===== src/ddsp_cell.sv =====
// ----------------------------------------------------------------------------
// ddsp_cell: one node cell of the chain
// Holds dist, reached, visited and pred of one node. Relax commands flow
// through the chain one cell per cycle; the cell merges itself into the
// running minimum when the scan reaches it.
// ----------------------------------------------------------------------------
module ddsp_cell #(
   parameter int IDX_BITS  = 4,
   parameter int DIST_BITS = 24,
   parameter int MY_INDEX  = 0
) (
   input  logic                 clock,
   input  logic                 reset,
   input  logic                 init,
   input  logic                 init_src,
   // relax command from the left neighbor
   input  logic                 rl_valid,
   input  logic [IDX_BITS-1:0]  rl_target,
   input  logic [DIST_BITS-1:0] rl_cand,
   input  logic [IDX_BITS-1:0]  rl_from,
   input  logic                 rl_edge,
   output logic                 rr_valid,
   output logic [IDX_BITS-1:0]  rr_target,
   output logic [DIST_BITS-1:0] rr_cand,
   output logic [IDX_BITS-1:0]  rr_from,
   output logic                 rr_edge,
   // minimum scan, one cell per cycle
   input  logic                 mark,
   input  logic                 in_use,
   input  logic                 ml_found,
   input  logic [DIST_BITS-1:0] ml_dist,
   input  logic [IDX_BITS-1:0]  ml_idx,
   output logic                 mr_found,
   output logic [DIST_BITS-1:0] mr_dist,
   output logic [IDX_BITS-1:0]  mr_idx,
   output logic                 reached,
   output logic [IDX_BITS-1:0]  pred,
   output logic                 has_pred
);
   logic [DIST_BITS-1:0] dist_ff;
   logic                 reached_ff, done_ff, has_pred_ff;
   logic [IDX_BITS-1:0]  pred_ff;
   logic                 rv_ff, re_ff;
   logic [IDX_BITS-1:0]  rt_ff, rf_ff;
   logic [DIST_BITS-1:0] rc_ff;
   logic                 hit, take;

   assign hit  = rl_valid && rl_edge && (rl_target == IDX_BITS'(MY_INDEX));
   assign take = hit && (!reached_ff || rl_cand < dist_ff);

   // node state
   always_ff @(posedge clock) begin
      if (init) begin
         reached_ff  <= init_src;
         done_ff     <= 1'b0;
         has_pred_ff <= 1'b0;
         dist_ff     <= '0;
         pred_ff     <= '0;
      end else begin
         if (take) begin
            reached_ff  <= 1'b1;
            dist_ff     <= rl_cand;
            pred_ff     <= rl_from;
            has_pred_ff <= 1'b1;
         end
         if (mark && ml_idx == IDX_BITS'(MY_INDEX)) done_ff <= 1'b1;
      end
   end

   // forward relax command
   always_ff @(posedge clock) begin
      if (reset) rv_ff <= 1'b0;
      else rv_ff <= rl_valid;
      rt_ff <= rl_target;
      rc_ff <= rl_cand;
      rf_ff <= rl_from;
      re_ff <= rl_edge;
   end

   assign rr_valid  = rv_ff;
   assign rr_target = rt_ff;
   assign rr_cand   = rc_ff;
   assign rr_from   = rf_ff;
   assign rr_edge   = re_ff;

   // minimum merge: strict less keeps the lower index on ties
   always_comb begin
      mr_found = ml_found;
      mr_dist  = ml_dist;
      mr_idx   = ml_idx;
      if (in_use && reached_ff && !done_ff && (!ml_found || dist_ff < ml_dist)) begin
         mr_found = 1'b1;
         mr_dist  = dist_ff;
         mr_idx   = IDX_BITS'(MY_INDEX);
      end
   end

   assign reached  = reached_ff;
   assign pred     = pred_ff;
   assign has_pred = has_pred_ff;
endmodule


===== config.mk =====
export PLATFORM = sky130hd
export DESIGN_NAME = ddsp_cell
export DESIGN_NICKNAME = d
export VERILOG_FILES = /design/src/ddsp_cell.sv
export SDC_FILE = /design/constraint.sdc
export NUM_CORES = 1
export LEC_CHECK = 0
export BUFFER_PORTS_ARGS = -buffer_cell sky130_fd_sc_hd__buf_2
export CORE_MARGIN = 2
export CORE_UTILIZATION = 49
export DETAILED_ROUTE_END_ITERATION = 7
export GPL_ROUTABILITY_DRIVEN = 0
export PLACE_DENSITY = 0.81
export SKIP_LAST_GASP = 1
export SYNTH_ARGS = -nofsm -noshare
export SYNTH_HDL_FRONTEND = slang
export SYNTH_SLANG_ARGS = --single-unit

===== constraint.sdc =====
create_clock -name clock -period 3.74 [get_ports clock]
set_clock_uncertainty 0.15 [all_clocks]
set_input_delay 0.561 -clock clock [delete_from_list [all_inputs] [get_ports clock]]
set_output_delay 0.561 -clock clock [all_outputs]
set_load 0.05 [all_outputs]

# Yosys cells after proc, flatten, opt, wreduce, memory -nomap -nowiden
# Index checks and enable logic that the tools add are counted.
# word_totals
ff_bits	65
word_cells	32
# op_classes
n_mux	5
reduce_logical	15
n_lt_le_gt_ge	2
# op_table
op	n
24-bit < comparator	2
24-bit two-way mux	1
4-bit logical NOT	2
1-bit logical AND	7
4-bit two-way mux	1
1-bit logical NOT	3
1-bit two-way mux	3
1-bit logical OR	2
2-bit nonzero test	1

# Longest topological paths before layout
# Gate-level depths: netlist of run 1.
# depth
depth_word	5
mapped_depth	9
depth_no_buf	8

# Worst setup path after synthesis of run 1
# No wires, ideal clock.
# synth_timing
kind	input port to output port
start	in ml_dist[17]
end	out mr_dist[10]
arrival_time_ps	3226
setup_slack_ps	-197
stages	9
cell_sequence	inv_1 ha_1 a21o_1 a221o_1 a21oi_2 o211ai_2 a221oi_4 buf_8 mux2i_1
# synth_between
elab_chain_len	4
# synth_lines
element	line	source
from (decl)	31	input logic [DIST_BITS-1:0] ml_dist,
24-bit < comparator	91	if (in_use && reached_ff && !done_ff && (!ml_found || dist_ff < ml_dist)) begin
1-bit logical OR	91	
1-bit logical AND	91	
24-bit two-way mux	91	
to (decl)	34	output logic [DIST_BITS-1:0] mr_dist,
# Every way passes these cells.

# Worst setup path in the final report of run 1
# layout_timing
start	in ml_dist[19]
end	out mr_dist[10]
# Same word-level chain as after synthesis.

==> results of run 1 <==
[worst max-delay path by stage]
| stage | start | end | slack [ns] |
|---|---|---|---|
| 5_1_grt | ml_dist[17] | mr_dist[23] | 0.03 |
| 4_1_cts | ml_dist[19] | mr_dist[20] | 0.15 |
| 6_report | ml_dist[19] | mr_dist[10] | 0.15 |
| 2_1_floorplan | ml_dist[17] | mr_dist[10] | -0.20 |
| 3_3_place_gp | ml_dist[17] | mr_dist[20] | 0.15 |
| 3_5_place_dp | ml_dist[19] | mr_dist[10] | 0.15 |
[critical path: stages]
cell	delay, ns
buf_2	0.09
inv_1	0.05
ha_1	0.30
and2_1	0.17
a221o_1	0.30
a21oi_2	0.15
o211ai_2	0.11
a221oi_4	0.40
buf_12	0.22
mux2i_1	0.23
buf_2	0.29
[cell usage after synthesis (2+ instances only)]
cell type	n
dfxtp_1	64
inv_1	47
ha_1	46
nand2b_1	36
mux2i_1	28
o31ai_1	24
or4_1	23
a21oi_1	15
clkbuf_1	14
nand2_1	9
o21ai_0	8
nand4_1	7
nor2_1	7
and2b_2	5
a21o_1	4
nand3_1	4
nor4_1	3
a211oi_1	2
buf_8	2
nor2b_1	2
[layer usage]
layer,global-route usage,up-vias,part of all wire
li1,-,1594,-
met1,0.269,1505,0.42
met2,0.429,107,0.51
met3,0.0499,16,0.051
met4,0.0923,0,0.016
met5,0,-,0
[kinds of logic (layout without fill, tap and decap cells)]
| group | Yosys count | count (layout) | synth area share |
|---|---|---|---|
| multiplexers | 29 | 29 | 0.0836 |
| AND/OR/NAND/NOR | 102 | 102 | 0.180 |
| flip-flops | 65 | 65 | 0.371 |
| AO/OA/AOI/OAI | 63 | 63 | 0.127 |
| adder cells (fa/ha/maj) | 46 | 46 | 0.163 |
| buffers and inverters | 64 | 207 | 0.0747 |
[power groups by stage]
stage	sequential, µW	clock [µW]	combinational (µW)
2_1_floorplan	813	0	195
3_3_place_gp	739	0	381
3_5_place_dp	739	0	389
4_1_cts	724	639	392
5_1_grt	725	671	415
6_report	723	626	390
[cell type report]
type	instances	share of cell area
flip-flops and latches	65	0.288
repair buffers	144	0.170
inverters	47	0.0387
well taps	96	0.0263
multi-input cells	240	0.432
clock inverters	2	0.00768
clock buffers	14	0.0379
[state kept, by name, indices dropped and copies added, names as in the netlist, 4 cells and up]
| name | cells |
|---|---|
| rr_cand | 24 |
| dist_ff | 24 |
| pred | 4 |
| rr_target | 4 |
| rr_from | 4 |
[stage by stage]
stage / setup TNS, ns / util / area, µm² / hold slack [ns] / cells
2_1_floorplan: -4.06 / - / 3530 / 0.278 / 369
3_3_place_gp: 0 / 0.634 / 4350 / 0.308 / 592
3_5_place_dp: 0 / 0.634 / 4350 / 0.313 / 592
4_1_cts: 0 / 0.664 / 4560 / 0.174 / 608
5_1_grt: 0 / 0.664 / 4560 / 0.172 / 608
6_report: 0 / 0.664 / 4560 / 0.186 / 608
==> reports/qor.yml, run 1 <==
status:
  outcome: "complete, no violations"
logic_synthesis:
  synthCells: 369
  syn_area_per_cell_um2: 9.57
  synth_top_area_cell: "dfxtp_1"
  synthFlopType: "dfxtp_1"
  synth_cell_types: 39
  synth_area_mm2: 0.00353
  synth_edf_count: 1
  synth_nets: 484
  synth_seq_cells: 65
  ys_top_cells_by_area: "dfxtp_1, ha_1, mux2i_1"
  yosysTopAreaCellShare: 0.363
  synth_warnings: 0
  async_flop_share: 0
  synth_sequential_area_ratio: 0.371
critical_path:
  cp.required_ns: 3.03
  critPathLaunchType: "primary input"
  r2r-start: "dist_ff[22]$_SDFFE_PP0P_"
  ff2ff_setup_slack_ns: 0.98
  rr_worst_depth: 9
  crit_fanout: 16
  reg2reg_to: "dist_ff[13]$_SDFFE_PP0P_"
  endpoint_kind: "output pin"
  crit_type: "in -> out"
  cp.arrival_ns: 2.88
power_and_ir_drop:
  finalPower_uw: 1740
  power.density_mw_per_mm2: 381
  internal_power_uw: 1200
  p_clk_frac: 0.360
  power_frac_comb: 0.224
  leakagePower_uw: 0.00218
  p_switching_uw: 543
  ir_worst_vdd_mv: 0.230
  netSwitchingFraction: 0.312
  seqPwrFrac: 0.416
grt:
  grt_max_degree: 61
  grt_pass1_vias: 3235
  grt.total_usage: 0.236
  grt_overflow: 0
  antenna_found_initial: 0
  grt_pass1_wl_mm: 14.4
die:
  coreArea_mm2: 0.00687
  rows: 30
  initial_core_util: 0.514
  dieWidth_um: 88.9
  ios: 138
  die_height_um: 88.9
  die_area_mm2: 0.00790
final_layout:
  final_nets: 622
  final_common_cell: "buf_2"
  multi_input_comb_area_mm2: 0.00197
  syn_to_final_growth_pct: 29.1
  n_fill_cell: 581
  layout_common_cells: "buf_2, dfxtp_1, inv_1"
  num_antenna_cells: 0
  regArea_mm2: 0.00131
  drive_above_1_share: 0.332
worst_hold_path:
  hp-start: "rl_target[1]"
  min_to: "rr_target[1]$_DFF_P_"
  holdPathStages: 1
  min_path_type: "in -> reg"
placement:
  dp_hpwl_mm: 6.98
  pre_cts_slack_ns: 0.149
  port_buffers: 137
drt:
  drc: 0
  drt-pass1-iter-count: 4
  vias: 3222
  wl_per_cell_um: 15.2
  drt-initial-drc-count: 112
  wirelength_mm: 9.27
  detail-route-antenna-nets: 0
  vias_per_cell: 5.30
timing:
  setup_slack_ns: 0.153
  finalCritPeriodShare: 0.959
  finalHoldViolCount: 0
  maxSlewHeadroom: 0.374
  setup_viol: 0
  tightest_slew_ns: 0.939
  timing.fmax_mhz: 279
  grt_setup_unrepaired: "no"
  slew_viol_final: 0
  fin_crit_ns: 3.59
cts:
  cts-resized-gates: 0
  post_cts_buffers: 0
  tritoncts: "yes"
  clk_latency_ns: 0.34
  cts_buffers: 9
  hold_buffers: 0
  cts_sinks: 65
  cts_root_buffer: "clkbuf_8"
  cts_max_level: 3
  clock_path_buffers: 2
  cts.clk_slew.worst_paths_ns: 0.07
job:
  cap_violations: 0
(Power assumes the default switching activity.)
==> run 2, diff against run 1 <==
==> constraint.sdc (replaced) <==
create_clock -name clock -period 3.8 [get_ports clock]
set_clock_uncertainty 0.15 [all_clocks]
set_input_delay 0.57 -clock clock [delete_from_list [all_inputs] [get_ports clock]]
set_output_delay 0.57 -clock clock [all_outputs]
set_load 0.05 [all_outputs]
==> run 2 against run 1 <==
  * Global-route usage fell by 0.34 points
  * Hold slack improved by 0.011 ns
  * Sequential share of layout area rose by 0.19 points
  * Critical path type unchanged
==> reports/qor.yml, run 2 (synthesized netlist as in run 1, its figures left out) <==
final_layout:
  syn_to_final_growth_pct: 28.2  # was 29.1%
  final_cell_area_mm2: 0.00453  # was 0.00456 mm²
  final_common_cell: "buf_2"  # unchanged
  num_antenna_cells: 0  # unchanged
  drive_above_1_share: 0.334  # was 0.332
  final_nets: 623  # was 622
  layout_common_cells: "buf_2, dfxtp_1, inv_1"  # unchanged
critical_path:
  ff2ff_setup_slack_ns: 0.88  # was 0.98 ns
  endpoint_kind: "output pin"  # unchanged
  cp.arrival_ns: 2.95  # was 2.88 ns
  critPathLaunchType: "primary input"  # unchanged
  cp.required_ns: 3.08  # was 3.03 ns
  crit_fanout: 11  # was 16
  reg2reg_to: "dist_ff[23]$_SDFFE_PP0P_"  # was dist_ff[13]$_SDFFE_PP0P_
  crit_type: "in -> out"  # unchanged
  rr_worst_depth: 9  # unchanged
  r2r-start: "dist_ff[22]$_SDFFE_PP0P_"  # unchanged
power_and_ir_drop:
  p_clk_frac: 0.352  # was 0.360
  leakagePower_uw: 0.00218  # about the same
  power_frac_comb: 0.226  # was 0.224
  power.density_mw_per_mm2: 373  # was 381 mW/mm²
  p_switching_uw: 535  # was 543 µW
  finalPower_uw: 1690  # was 1740 µW
  seqPwrFrac: 0.422  # was 0.416
  netSwitchingFraction: 0.317  # was 0.312
  internal_power_uw: 1150  # was 1200 µW
  ir_worst_vdd_mv: 0.227  # was 0.230 mV
placement:
  placed_cell_area_mm2: 0.00433  # was 0.00435 mm²
  dp_hpwl_mm: 7.04  # was 6.98 mm
  port_buffers: 137  # unchanged
grt:
  grt.total_usage: 0.233  # was 0.236
  grt_overflow: 0  # unchanged
  grt_pass1_wl_mm: 14.1  # was 14.4 mm
  antenna_found_initial: 0  # unchanged
  grt_max_degree: 61  # unchanged
  grt_pass1_vias: 3106  # was 3235
timing:
  timing.fmax_mhz: 272
  grt_setup_unrepaired: "no"  # unchanged
  finalHoldViolCount: 0  # unchanged
  maxSlewHeadroom: 0.380  # was 0.374
  finalCritPeriodShare: 0.967
  fin_crit_ns: 3.67
  tightest_slew_ns: 0.930  # was 0.939 ns
  setup_viol: 0  # unchanged
  slew_viol_final: 0  # unchanged
drt:
  wl_per_cell_um: 15.1  # was 15.2 µm
  drt-pass1-iter-count: 4  # unchanged
  drt-initial-drc-count: 103  # was 112
  wirelength_mm: 9.16  # was 9.27 mm
  vias_per_cell: 5.24  # was 5.30
  drc: 0  # unchanged
  detail-route-antenna-nets: 0  # unchanged
  vias: 3186  # was 3222
die:
  coreArea_mm2: 0.00687  # unchanged
  die_area_mm2: 0.00790  # unchanged
  dieWidth_um: 88.9  # unchanged
  rows: 30  # unchanged
  initial_core_util: 0.514  # unchanged
  ios: 138  # unchanged
  die_height_um: 88.9  # unchanged
cts:
  cts_sinks: 65  # unchanged
  cts.clk_slew.worst_paths_ns: 0.07  # about the same
  clk_latency_ns: 0.34  # about the same
  hold_buffers: 0  # unchanged
  post_cts_buffers: 0  # unchanged
  tritoncts: "yes"  # unchanged
  cts_root_buffer: "clkbuf_8"  # unchanged
  cts-resized-gates: 0  # unchanged
  cts_max_level: 3  # unchanged
  cts_buffers: 9  # unchanged
  clock_path_buffers: 2  # unchanged
worst_hold_path:
  min_path_type: "in -> reg"  # unchanged
  min_to: "rr_target[0]$_DFF_P_"  # was rr_target[1]$_DFF_P_
  hp-start: "rl_target[0]"  # was rl_target[1]
  holdPathStages: 1  # unchanged
status:
  outcome: "complete, no violations"  # unchanged
job:
  cap_violations: 0  # unchanged
## run 2: changes by cell type in the layout (fill, tap and decap cells not counted), sizes merged
| cell | before | now |
|---|---|---|
| clkbuf | 14 | 12 |
| buf | 144 | 145 |
| clkinv | 1 | 2 |
## run 2: worst max-delay path by stage
stage	start	end	slack (ns)	depth (start not counted)
6_report	ml_dist[17]	mr_dist[4]	0.13	11
3_5_place_dp	ml_dist[17]	mr_dist[20]	0.14	11
4_1_cts	ml_dist[17]	mr_dist[20]	0.14	11
2_1_floorplan	ml_dist[17]	mr_dist[10]	-0.15	9
5_1_grt	ml_dist[19]	mr_dist[6]	0.03	11
3_3_place_gp	ml_dist[17]	mr_dist[23]	0.18	11
## run 2: layer usage
| metal | vias to the layer above | global-route usage | part of all wire |
|---|---|---|---|
| met4 | 0 | 0.0675 | 0.012 |
| met3 | 10 | 0.0545 | 0.052 |
| met1 | 1492 | 0.271 | 0.42 |
| met5 | - | 0 | 0 |
| li1 | 1588 | - | - |
| met2 | 96 | 0.423 | 0.52 |
## run 2: area by class of cell
class | instances | area (µm²)
repair buffers | 145 | 758
fillers | 579 | 2340
inverters | 47 | 176
flip-flops and latches | 65 | 1310
well taps | 96 | 120
clock buffers | 12 | 155
clock inverters | 3 | 40.0
multi-input cells | 240 | 1970
## run 2: power by group through the flow
stage | Sequential (µW) | Combinational, µW | Clock, µW
after CTS | 712 | 383 | 602
after global placement | 727 | 373 | 0
after global routing | 713 | 406 | 629
final | 712 | 382 | 594
after floorplan | 800 | 192 | 0
after detailed placement | 728 | 381 | 0
## run 2: worst max-delay path, stage by stage
cell,delay (ns)
buf_2,0.08
inv_1,0.05
ha_1,0.32
a21o_1,0.17
a221o_1,0.33
a21oi_2,0.16
o211ai_2,0.12
a221oi_4,0.40
buf_4,0.27
mux2i_1,0.21
buf_2,0.29
## run 2: metrics by stage
step	TNS [ns]	util	instances	hold slack [ns]	worst slack (ns)
2_1_floorplan	-3.10	-	369	0.278	-0.155
3_3_place_gp	0	0.631	593	0.305	0.181
3_5_place_dp	0	0.631	593	0.312	0.140
4_1_cts	0	0.659	608	0.187	0.138
5_1_grt	0	0.659	608	0.182	0.0319
6_report	0	0.659	608	0.197	0.126
